`src/pvrs_pkg.sv`:
```
package pvrs_pkg;

   localparam int NUM_VECTORS  = 2;
   localparam int CORDIC_STEPS = 16;

   localparam int IDX_W  = (NUM_VECTORS > 1) ? $clog2(NUM_VECTORS) : 1;
   localparam int STEP_W = $clog2(CORDIC_STEPS);
   localparam int CW     = 28;
   localparam int MB_W   = 31;
   localparam int PROD_W = CW + MB_W;
   localparam int ACC_W  = 34;
   localparam int OFS_W  = 20;
   localparam int SUM_W  = 21;

   localparam logic signed [MB_W-1:0] CORDIC_KINV = 31'sd652032874;

   localparam logic signed [15:0] ENDPOINT_RESET    = 16'sd800;
   localparam logic [14:0]        CENTER_X_RESET    = 15'd8000;
   localparam logic [14:0]        CENTER_Y_RESET    = 15'd4000;
   localparam logic [14:0]        LENGTH_STEP_RESET = 15'd80;
   localparam logic signed [15:0] ROTATE_COS_RESET  = 16'sd16362;
   localparam logic signed [15:0] ROTATE_SIN_RESET  = 16'sd857;

   typedef enum logic [1:0] {
      OP_LENGTHEN,
      OP_SHORTEN,
      OP_ROT_POS,
      OP_ROT_NEG
   } opcode_type;

   typedef enum logic [2:0] {
      CSR_CENTER_X,
      CSR_CENTER_Y,
      CSR_LENGTH_STEP,
      CSR_ROTATE_COS,
      CSR_ROTATE_SIN
   } csr_index_type;

   typedef enum logic [3:0] {
      ST_IDLE,
      ST_OFFSET,
      ST_VECTOR,
      ST_GAIN_A,
      ST_LENGTH,
      ST_GAIN_B,
      ST_ROT_LOAD,
      ST_ROTATE,
      ST_ROUND_S,
      ST_PROD,
      ST_PROD_LAST,
      ST_ROUND_R,
      ST_DONE
   } state_type;

   function automatic logic signed [15:0] sat16(input logic signed [SUM_W-1:0] v);
      logic signed [15:0] r;
      if (v > SUM_W'(32767)) begin
         r = 16'sd32767;
      end else if (v < -SUM_W'(32768)) begin
         r = -16'sd32768;
      end else begin
         r = v[15:0];
      end
      return r;
   endfunction

endpackage

```
`src/polar_vector_rotate_and_stretch.sv`:
```
// Channel   Ports                                      Transfer when
// request   start, busy, req_vector_index, req_opcode  start && !busy
// response  rsp_valid, rsp_end_x, rsp_end_y            rsp_valid (one cycle, no stall)
// config    csr_valid, csr_ready, csr_index, csr_data  csr_valid && csr_ready
//
// Rotate: four products from the shared multiplier are accumulated and rounded before rsp_valid.
// Lengthen/shorten: the shared shift-add CORDIC stage is used once per step for vectoring
// and again for rotation; a zero offset skips both passes.
// busy stays high until the result is out; the next request may follow in the rsp_valid cycle.
// Synchronous reset restores the configuration and all endpoints; csr_ready is always high.
module polar_vector_rotate_and_stretch
   import pvrs_pkg::*;
(
   input  logic               clock,
   input  logic               reset,
   input  logic               start,
   output logic               busy,
   input  logic [0:0]         req_vector_index,
   input  logic [1:0]         req_opcode,
   output logic               rsp_valid,
   output logic signed [15:0] rsp_end_x,
   output logic signed [15:0] rsp_end_y,
   input  logic               csr_valid,
   output logic               csr_ready,
   input  logic [2:0]         csr_index,
   input  logic [15:0]        csr_data
);

   state_type state_ff, state_in;

   logic [IDX_W-1:0] idx_ff, idx_in;
   opcode_type       op_ff, op_in;

   logic [14:0]        center_x_ff, center_y_ff, length_step_ff;
   logic signed [15:0] rotate_cos_ff, rotate_sin_ff;

   logic signed [15:0] endpoint_x_ff [NUM_VECTORS];
   logic signed [15:0] endpoint_y_ff [NUM_VECTORS];

   logic signed [16:0]       ox_ff, ox_in, oy_ff, oy_in;
   logic signed [CW-1:0]     x_ff, x_in, y_ff, y_in;
   logic [CORDIC_STEPS-1:0]  dirs_ff, dirs_in;
   logic [STEP_W-1:0]        step_ff, step_in;
   logic                     flip_ff, flip_in;
   logic signed [PROD_W-1:0] prod_ff, prod_in;
   logic signed [ACC_W-1:0]  acc_x_ff, acc_x_in, acc_y_ff, acc_y_in;
   logic [1:0]               phase_ff, phase_in;
   logic signed [OFS_W-1:0]  nx_ff, nx_in, ny_ff, ny_in;

   logic               rsp_valid_ff, rsp_valid_in;
   logic signed [15:0] rsp_x_ff, rsp_x_in, rsp_y_ff, rsp_y_in;

   logic signed [15:0]       ep_x_sel, ep_y_sel;
   logic signed [16:0]       ox_c, oy_c, ox_abs, oy_abs;
   logic signed [15:0]       delta_c;
   logic signed [CW-1:0]     delta_sh;
   logic signed [16:0]       s_eff;
   logic signed [CW-1:0]     xs, ys;
   logic                     sub_mode;
   logic                     step_last;
   logic signed [CW-1:0]     mul_a;
   logic signed [MB_W-1:0]   mul_b;
   logic signed [PROD_W-1:0] mul_out;
   logic signed [PROD_W-1:0] prod_rnd;
   logic signed [CW-1:0]     gain_c;
   logic [1:0]               acc_phase;
   logic signed [ACC_W-1:0]  prod_acc;
   logic signed [CW-1:0]     x_rnd, y_rnd;
   logic signed [OFS_W-1:0]  xr, yr;
   logic signed [ACC_W-1:0]  accx_rnd, accy_rnd;
   logic signed [SUM_W-1:0]  sum_x, sum_y;
   logic signed [15:0]       ex_c, ey_c;

   assign ep_x_sel = endpoint_x_ff[idx_ff];
   assign ep_y_sel = endpoint_y_ff[idx_ff];
   assign ox_c     = 17'(ep_x_sel) - signed'({2'b00, center_x_ff});
   assign oy_c     = 17'(ep_y_sel) - signed'({2'b00, center_y_ff});
   assign ox_abs   = ox_c[16] ? -ox_c : ox_c;
   assign oy_abs   = ox_c[16] ? -oy_c : oy_c;

   assign delta_c  = (op_ff == OP_LENGTHEN) ? signed'({1'b0, length_step_ff})
                                            : -signed'({1'b0, length_step_ff});
   assign delta_sh = CW'(delta_c) <<< 8;
   assign s_eff    = (op_ff == OP_ROT_NEG) ? -17'(rotate_sin_ff) : 17'(rotate_sin_ff);

   assign xs        = x_ff >>> step_ff;
   assign ys        = y_ff >>> step_ff;
   assign sub_mode  = (state_ff == ST_VECTOR) ? !y_ff[CW-1] : !dirs_ff[step_ff];
   assign step_last = (step_ff == STEP_W'(CORDIC_STEPS - 1));

   always_comb begin
      mul_a = x_ff;
      mul_b = CORDIC_KINV;
      if (state_ff == ST_PROD) begin
         case (phase_ff)
            2'd0: begin
               mul_a = CW'(ox_ff);
               mul_b = MB_W'(rotate_cos_ff);
            end
            2'd1: begin
               mul_a = CW'(oy_ff);
               mul_b = MB_W'(s_eff);
            end
            2'd2: begin
               mul_a = CW'(ox_ff);
               mul_b = MB_W'(s_eff);
            end
            default: begin
               mul_a = CW'(oy_ff);
               mul_b = MB_W'(rotate_cos_ff);
            end
         endcase
      end
   end

   assign mul_out   = mul_a * mul_b;
   assign prod_rnd  = prod_ff + PROD_W'(2 ** 29);
   assign gain_c    = prod_rnd[30 +: CW];
   assign acc_phase = phase_ff - 2'd1;
   assign prod_acc  = prod_ff[ACC_W-1:0];
   assign x_rnd     = x_ff + CW'(128);
   assign y_rnd     = y_ff + CW'(128);
   assign xr        = x_rnd[8 +: OFS_W];
   assign yr        = y_rnd[8 +: OFS_W];
   assign accx_rnd  = acc_x_ff + ACC_W'(2 ** 13);
   assign accy_rnd  = acc_y_ff + ACC_W'(2 ** 13);
   assign sum_x     = signed'({6'b0, center_x_ff}) + SUM_W'(nx_ff);
   assign sum_y     = signed'({6'b0, center_y_ff}) + SUM_W'(ny_ff);
   assign ex_c      = sat16(sum_x);
   assign ey_c      = sat16(sum_y);

   always_comb begin
      state_in     = state_ff;
      idx_in       = idx_ff;
      op_in        = op_ff;
      ox_in        = ox_ff;
      oy_in        = oy_ff;
      x_in         = x_ff;
      y_in         = y_ff;
      dirs_in      = dirs_ff;
      step_in      = step_ff;
      flip_in      = flip_ff;
      prod_in      = prod_ff;
      acc_x_in     = acc_x_ff;
      acc_y_in     = acc_y_ff;
      phase_in     = phase_ff;
      nx_in        = nx_ff;
      ny_in        = ny_ff;
      rsp_valid_in = 1'b0;
      rsp_x_in     = rsp_x_ff;
      rsp_y_in     = rsp_y_ff;

      unique case (state_ff)
         ST_IDLE: begin
            if (start) begin
               idx_in   = (NUM_VECTORS > 1) ? IDX_W'(req_vector_index) : '0;
               op_in    = opcode_type'(req_opcode);
               state_in = ST_OFFSET;
            end
         end
         ST_OFFSET: begin
            ox_in = ox_c;
            oy_in = oy_c;
            if (op_ff == OP_ROT_POS || op_ff == OP_ROT_NEG) begin
               acc_x_in = '0;
               acc_y_in = '0;
               phase_in = '0;
               state_in = ST_PROD;
            end else if (ox_c == '0 && oy_c == '0) begin
               nx_in    = OFS_W'(delta_c);
               ny_in    = '0;
               state_in = ST_DONE;
            end else begin
               flip_in  = ox_c[16];
               x_in     = CW'(ox_abs) <<< 8;
               y_in     = CW'(oy_abs) <<< 8;
               step_in  = '0;
               dirs_in  = '0;
               state_in = ST_VECTOR;
            end
         end
         ST_VECTOR, ST_ROTATE: begin
            if (sub_mode) begin
               x_in = x_ff + ys;
               y_in = y_ff - xs;
            end else begin
               x_in = x_ff - ys;
               y_in = y_ff + xs;
            end
            if (state_ff == ST_VECTOR) begin
               dirs_in[step_ff] = sub_mode;
            end
            step_in = step_ff + STEP_W'(1);
            if (step_last) begin
               step_in  = '0;
               state_in = (state_ff == ST_VECTOR) ? ST_GAIN_A : ST_ROUND_S;
            end
         end
         ST_GAIN_A: begin
            prod_in  = mul_out;
            state_in = ST_LENGTH;
         end
         ST_LENGTH: begin
            x_in     = gain_c + delta_sh;
            state_in = ST_GAIN_B;
         end
         ST_GAIN_B: begin
            prod_in  = mul_out;
            state_in = ST_ROT_LOAD;
         end
         ST_ROT_LOAD: begin
            x_in     = gain_c;
            y_in     = '0;
            step_in  = '0;
            state_in = ST_ROTATE;
         end
         ST_ROUND_S: begin
            nx_in    = flip_ff ? -xr : xr;
            ny_in    = flip_ff ? -yr : yr;
            state_in = ST_DONE;
         end
         ST_PROD, ST_PROD_LAST: begin
            if (state_ff == ST_PROD) begin
               prod_in  = mul_out;
               phase_in = phase_ff + 2'd1;
            end
            if (state_ff == ST_PROD_LAST || phase_ff != 2'd0) begin
               case (acc_phase)
                  2'd0:    acc_x_in = acc_x_ff + prod_acc;
                  2'd1:    acc_x_in = acc_x_ff - prod_acc;
                  default: acc_y_in = acc_y_ff + prod_acc;
               endcase
            end
            if (state_ff == ST_PROD_LAST) begin
               state_in = ST_ROUND_R;
            end else if (phase_ff == 2'd3) begin
               state_in = ST_PROD_LAST;
            end
         end
         ST_ROUND_R: begin
            nx_in    = accx_rnd[14 +: OFS_W];
            ny_in    = accy_rnd[14 +: OFS_W];
            state_in = ST_DONE;
         end
         ST_DONE: begin
            rsp_valid_in = 1'b1;
            rsp_x_in     = ex_c;
            rsp_y_in     = ey_c;
            state_in     = ST_IDLE;
         end
         default: begin
            state_in = ST_IDLE;
         end
      endcase
   end

   always_ff @(posedge clock) begin
      if (reset) begin
         state_ff     <= ST_IDLE;
         rsp_valid_ff <= 1'b0;
      end else begin
         state_ff     <= state_in;
         rsp_valid_ff <= rsp_valid_in;
      end
   end

   always_ff @(posedge clock) begin
      idx_ff   <= idx_in;
      op_ff    <= op_in;
      ox_ff    <= ox_in;
      oy_ff    <= oy_in;
      x_ff     <= x_in;
      y_ff     <= y_in;
      dirs_ff  <= dirs_in;
      step_ff  <= step_in;
      flip_ff  <= flip_in;
      prod_ff  <= prod_in;
      acc_x_ff <= acc_x_in;
      acc_y_ff <= acc_y_in;
      phase_ff <= phase_in;
      nx_ff    <= nx_in;
      ny_ff    <= ny_in;
      rsp_x_ff <= rsp_x_in;
      rsp_y_ff <= rsp_y_in;
   end

   always_ff @(posedge clock) begin
      if (reset) begin
         for (int i = 0; i < NUM_VECTORS; i++) begin
            endpoint_x_ff[i] <= ENDPOINT_RESET;
            endpoint_y_ff[i] <= ENDPOINT_RESET;
         end
      end else if (state_ff == ST_DONE) begin
         endpoint_x_ff[idx_ff] <= ex_c;
         endpoint_y_ff[idx_ff] <= ey_c;
      end
   end

   always_ff @(posedge clock) begin
      if (reset) begin
         center_x_ff    <= CENTER_X_RESET;
         center_y_ff    <= CENTER_Y_RESET;
         length_step_ff <= LENGTH_STEP_RESET;
         rotate_cos_ff  <= ROTATE_COS_RESET;
         rotate_sin_ff  <= ROTATE_SIN_RESET;
      end else if (csr_valid && csr_ready) begin
         unique case (csr_index)
            CSR_CENTER_X:    center_x_ff    <= csr_data[14:0];
            CSR_CENTER_Y:    center_y_ff    <= csr_data[14:0];
            CSR_LENGTH_STEP: length_step_ff <= csr_data[14:0];
            CSR_ROTATE_COS:  rotate_cos_ff  <= signed'(csr_data);
            CSR_ROTATE_SIN:  rotate_sin_ff  <= signed'(csr_data);
            default: begin
            end
         endcase
      end
   end

   assign busy      = (state_ff != ST_IDLE);
   assign rsp_valid = rsp_valid_ff;
   assign rsp_end_x = rsp_x_ff;
   assign rsp_end_y = rsp_y_ff;
   assign csr_ready = 1'b1;

   a_rsp_single: assert property (@(posedge clock) disable iff (reset)
      rsp_valid |=> !rsp_valid)
      else $error("response strobe held more than one cycle");

   a_accept_busy: assert property (@(posedge clock) disable iff (reset)
      (start && !busy) |=> busy)
      else $error("transfer accepted without going busy");

   a_done_rsp: assert property (@(posedge clock) disable iff (reset)
      (state_ff == ST_DONE) |=> (rsp_valid && !busy))
      else $error("finished item did not produce a response");

   a_rsp_stored: assert property (@(posedge clock) disable iff (reset)
      rsp_valid |-> (rsp_end_x == endpoint_x_ff[idx_ff] && rsp_end_y == endpoint_y_ff[idx_ff]))
      else $error("response differs from stored endpoint");

   a_rot_load: assert property (@(posedge clock) disable iff (reset)
      (state_ff == ST_ROT_LOAD) |=> (state_ff == ST_ROTATE && y_ff == '0 && step_ff == '0))
      else $error("rotation pass started from a bad state");

endmodule

```
`config.mk`:
```
export PLATFORM = sky130hd
export DESIGN_NAME = polar_vector_rotate_and_stretch
export DESIGN_NICKNAME = d
export VERILOG_FILES = /design/src/pvrs_pkg.sv /design/src/polar_vector_rotate_and_stretch.sv
export SDC_FILE = /design/constraint.sdc
export NUM_CORES = 2
export LEC_CHECK = 0
export BUFFER_PORTS_ARGS = -buffer_cell sky130_fd_sc_hd__buf_2
export CAP_MARGIN = 25
export CORE_MARGIN = 5
export CORE_UTILIZATION = 50
export DETAILED_ROUTE_END_ITERATION = 12
export PLACE_DENSITY = 0.71
export SYNTH_ARGS = -nofsm -noshare
export SYNTH_HDL_FRONTEND = slang
export SYNTH_SLANG_ARGS = --single-unit
```
`constraint.sdc`:
```
create_clock -name clock -period 17.9 [get_ports clock]
set_clock_uncertainty 0.1 [all_clocks]
set_input_delay 1.79 -clock clock [delete_from_list [all_inputs] [get_ports clock]]
set_output_delay 1.79 -clock clock [all_outputs]
set_load 0.02 [all_outputs]
```
# After elaboration in Yosys (flattened, before gate mapping)
# Memories as Yosys holds them, arrays and structs flattened. A register that Yosys moved wholly into a read port is not among the register bits.
# Index checks and enable logic that the tools add are counted.
# Widths: inputs -> output; s select.
dict set report word_totals {
  input_bits 26
  ram_bits 64
  n_memories 2
  regBits 396
  output_inout_bits 35
}
# name words word_bits rd rd_ports_with_merged_regs write_ports line
set mem_list {}
lappend mem_list {endpoint_x_ff 2 16 1 1 2 polar_vector_rotate_and_stretch.sv:37} ;# logic signed [15:0] endpoint_x_ff [NUM_VECTORS];
lappend mem_list {endpoint_y_ff 2 16 1 1 2 polar_vector_rotate_and_stretch.sv:38} ;# logic signed [15:0] endpoint_y_ff [NUM_VECTORS];
dict set report classes {
  multipliers 1
  muxes 75
  n_lt_le_gt_ge 6
  n_reduce_logical 46
  shifts 2
  eq_ne 35
  bitwise 2
  addsub 26
}
# operator count
set ops {}
lappend ops {{$mux 28} 8}
lappend ops {{$pmux 34 s2} 3}
lappend ops {{$mux 16} 10}
lappend ops {{$mux 34} 4}
lappend ops {{$mux 20} 6}
lappend ops {{$pmux 20 s3} 2}
lappend ops {{$pmux 58 s2} 1}
lappend ops {{$pmux 28 s4} 1}
lappend ops {{$pmux 28 s3} 1}
lappend ops {{$add 34x15->34 const B} 2}
lappend ops {{$add 34x34->34} 2}
lappend ops {{$mux 31} 2}
lappend ops {{$add 58x31->58 const B} 1}
lappend ops {{$mul 28x31->58} 1}
lappend ops {{$mux 58} 1}
lappend ops {{$add 28x28->28} 2}
lappend ops {{$add 28x9->28 const B} 2}
lappend ops {{$sshr 28x4->28} 2}
lappend ops {{$sub 28x28->28} 2}
lappend ops {{$mux 17} 3}
lappend ops {{$add 16x20->21} 2}
lappend ops {{$gt 21x16->1 const B} 2}
lappend ops {{$lt 21x16->1 const B} 2}
lappend ops {{$mux 4} 10}
lappend ops {{other kinds (49)} 121}

# Depth between registers and ports, before layout
dict set report logic_depth {
  depth_word 7
  ltp_mapped 39
  mapped_depth_nobuf 36
}

# Least setup slack after synthesis
# Ideal clock, no wire load.
dict set report synth_path {
  kind {flip-flop to flip-flop}
  from {reg state_ff[1]}
  to {reg prod_ff[51] (data pin)}
  setup_ps 262
  n_path_buf 5
  slack_ps 8211
  required_time_ps 17538
  arrival_ps 9327
  stages_incl_launch_ff 38
  cell_sequence {dfxtp_1 -> clkbuf_1 -> clkinv_1 -> nand2_1 -> nor2_1 -> and2_1 -> clkbuf_1 -> clkbuf_1 -> clkbuf_1 -> buf_1 -> nand2_1 -> o21ai_1 -> nor2_1 -> fa_1 -> inv_1 -> fa_1 -> inv_1 -> fa_1 -> [2 not listed] -> inv_1 -> fa_1 -> fa_1 -> fa_1 -> inv_1 -> fa_1 -> inv_1 -> ha_1 -> and3_1 -> a221o_1 -> a21o_1 -> a221oi_1 -> o21ai_1 -> a211oi_1 -> o21ai_0 -> a21oi_1 -> o21ai_1 -> xor2_1}
}
dict set report synth_between {
  elab_chain_cells 5
}
# item line
set synth_rtl {}
lappend synth_rtl {{start, declared} polar_vector_rotate_and_stretch.sv:29} ;# state_type state_ff, state_in;
lappend synth_rtl {{start signal, assigned} polar_vector_rotate_and_stretch.sv:262} ;# state_ff <= state_in;
lappend synth_rtl {{$eq 4x4->1 (*)} polar_vector_rotate_and_stretch.sv:94} ;# if (state_ff == ST_PROD) begin
lappend synth_rtl {{$mux 28 / $mux 31 (equally long branches)} polar_vector_rotate_and_stretch.sv:94}
lappend synth_rtl {{$mul 28x31->58 (*)} polar_vector_rotate_and_stretch.sv:116} ;# assign mul_out = mul_a * mul_b;
lappend synth_rtl {{named net mul_out[51]} polar_vector_rotate_and_stretch.sv:63} ;# logic signed [PROD_W-1:0] mul_out;
lappend synth_rtl {{$mux 58} polar_vector_rotate_and_stretch.sv:223} ;# if (state_ff == ST_PROD) begin
lappend synth_rtl {{$pmux 58 s2 (*)} polar_vector_rotate_and_stretch.sv:153} ;# unique case (state_ff)
lappend synth_rtl {{end signal, assigned} polar_vector_rotate_and_stretch.sv:277} ;# prod_ff <= prod_in;
lappend synth_rtl {{end, declared} polar_vector_rotate_and_stretch.sv:45} ;# logic signed [PROD_W-1:0] prod_ff, prod_in;
# The timed path passes the listed nets; every way through them passes the cells marked *. The select of a mux whose other input is x is not followed.
# A chain may end at the register's enable or synchronous reset.

# Worst setup path in the final report
# Ends and elaborated chain as after synthesis.

==> key figures <==
Run status
  • Status: completed

Layout
  • Most frequent cells in the layout: inv_1, fa_1, nand2_1
  • Share of cells above drive strength 1: 0.0604
  • Layout area overhead: 6.40%
  • Total Nets Final: ~8100
  • Fillers: 11400
  • Commonest non-fill, non-tap cell in the layout: inv_1

Die
  • Core box area: 126000 um^2
  • Die area: 134000 um^2
  • # IOs: 61
  • Height of the die: 366 um
  • Initial Util: 0.503
  • Chip width: ~370 um
  • Row count: 130

STA
  • Setup TNS: 0 ps
  • Slew @ Worst Pin: 1140 ps
  • Final Hold Fails: 0
  • Ratio of final minimum period to clock period: 0.657
  • Crit path time final: 11760 ps
  • Slew Viols, Final: 0
  • Worst rel slew slack: 0.222
  • RSZ-0062 raised after global routing: no
  • Fmax: approximately 85 MHz
  • Final setup fails: 0

Synthesis
  • Synth Warn #: 0
  • Post-synthesis mux area share: 0.0436
  • Most used DFF post-synth: edfxtp_1
  • Post-synthesis xor/xnor area fraction: 0.0689
  • Share of the synthesized area in the top cell type: 0.265
  • Seq/Total Area, Yosys: 0.206
  • Yosys cell types: 98
  • Synth Cell Area: 63300 um^2
  • Synth Area in Adders: 0.347
  • Largest family of logic cells by synthesized area: adder cells
  • Register bit total from synthesis: roughly 460
  • Post-Syn Instances: 6840
  • Post-synth top area cell: fa_1
  • Post-synth ARST share: 0
  • Syn Nets: 8117
  • Mapped Avg Cell Area: between 9 and 10 um^2
  • Simple-gate area share of the yosys netlist: 0.140
  • Area contributors post-synth: fa_1, edfxtp_1, ha_1
  • Synth Area in Compound Gates: 0.117
  • Post-synth EDFFs: 378

Clocking
  • CTS tree: built
  • Clock slew at reported path FFs: 60 ps
  • CTS Sinks: 461
  • Post-CTS Resized: 0
  • Post-CTS Setup Inserts: 0
  • CTS buffer count: between 50 and 60
  • CTS Hold Bufs: 0
  • CTS root buf: clkbuf_16
  • Clock Tree Buf Depth: 3
  • Htree depth: 2
  • Clock Latency Late Sink: between 600 and 700 ps

Global route
  • Total GRT Usage: 0.308
  • Initial antenna violation count: 6
  • Largest net degree at the start of global routing: 89
  • Overflow after GRT: 0
  • First-pass GRT wire length: 315 mm
  • Number of global-route vias before repair: 50300

Detailed routing
  • Iter 0 DRT Violations: 5192
  • Post-DRT Antenna Nets: 0
  • Via-per-instance ratio: ~6
  • Detailed Routing Iterations Pass 1: 6
  • Vias post-DR: 50700
  • Routed WL: 209 mm
  • Routed WL per cell: approximately 25 um
  • Remaining DRCs: 0

Critical path
  • Critical path startpoint category: flop
  • Crit path DAT: ~12000 ps
  • Critical Path Sink Type: flop
  • Crit path top cell by count: fa_1
  • Setup CP Type: reg2reg
  • Worst EP required: 18180 ps
  • CP max stage delay: approximately 650 ps
  • Worst Path Max Fanout: 88
  • CP max stage cell: a221oi_1

Place
  • Number of port buffers: a little under 60
  • Gpl congestion: 0.988
  • HPWL Detailed: 169 mm

Run
  • # Max-Cap Violations: 0

Min path
  • Hold Path Class: reg2reg
==> area by class of cell <==
class                           count  area, um^2  share of cell area
Antenna cell                        3        7.51            0.000111
Timing Repair Buffer              152        1070              0.0159
Tap cell                         1650        2060              0.0307
Clock inverter                     39         527             0.00782
Inverter                         1035        3880              0.0577
Sequential cell                   461       13000               0.193
Multi-Input combinational cell   5077       45400               0.674
Clock buffer                       60        1370              0.0204
==> path summary, 6_finish.rpt <==
kind / startpoint / to / slack [ps] / depth (start not counted)
min reg2reg: rotate_cos_ff[0] / rotate_cos_ff[0] / 370 / 2
min: rotate_cos_ff[0] / rotate_cos_ff[0] / 370 / 2
max reg2reg: state_ff[1] / prod_ff[51] / 6140 / 35
max: state_ff[1] / prod_ff[51] / 6140 / 35
==> synthesized netlist by cell type (30+ instances only) <==
cell type and instances:
inv_1 1028, fa_1 838, nand2_1 718, nor2_1 622, ha_1 413, edfxtp_1 378, a21oi_1 349, xnor2_1 325
o21ai_0 223, clkbuf_1 222, xor2_1 171, nand3_1 121, a21o_1 96, nor3_1 93, dfxtp_1 83, and2_1 73
o21a_1 70, mux2i_1 67, mux4_2 64, nand2b_1 63, and3_1 59, a31oi_1 52, o22ai_1 47, mux2_2 45
nor2b_1 43, o21ai_1 43, a211oi_1 41, o21bai_1 35, nand4_1 34, o211ai_1 30
==> through the flow <==
stage                     setup slack (ps)  hold WS (ps)  utilization  cells  area [um^2]
after global routing                  5560           396        0.535   8474        67300
final                                 6140           372        0.535   8477        67300
after CTS                             6230           373        0.535   8469        67300
after floorplan                       8210           333            -   6840        63300
after detailed placement              6280           355        0.520   8370        65400
after global placement                6360           352        0.519   8362        65200
==> logic make-up (layout without fill, tap and decap cells) <==
logic type	after synthesis	in the layout
mux	183	183
other cells	1	4
flops	461	461
buf+inv	1302	1286
compound gates	1175	1175
simple gates	1970	1970
fa+ha+maj	1251	1251
xor+xnor	497	497
==> worst max-delay path, delay by kind of cell (launching register included) <==
family / cells / cell delay [ps]
AOI/OAI and AO/OA: 9 / 3150
buffers and inverters: 10 / 1870
and+or+nand+nor: 6 / 1600
adders and majority gates: 9 / 4160
DFF: 1 / 310
xor gates and xnor gates: 1 / 150
==> flip-flops by register name, indices dropped and copies added (netlist names), 20 cells and up, named ones only <==
signal / flops
endpoint_y_ff: 32
prod_ff: 58
endpoint_x_ff: 32
y_ff: 28
acc_x_ff: 34
ny_ff: 20
nx_ff: 20
acc_y_ff: 34
x_ff: 28
==> layer usage <==
metal / routed length, um / part of all wire / track usage / vias up
met1: 82600 / 0.39 / 0.406 / 25200
met5: 59 / 0.00028 / 0 / -
met2: 96500 / 0.46 / 0.501 / 2379
li1: - / - / - / 22500
met4: 11700 / 0.056 / 0.139 / 8
met3: 18500 / 0.089 / 0.0526 / 545
Power is left out: the tool's default activity adds up to more than one toggle a clock period on the data nets, which glitch-free logic cannot reach.
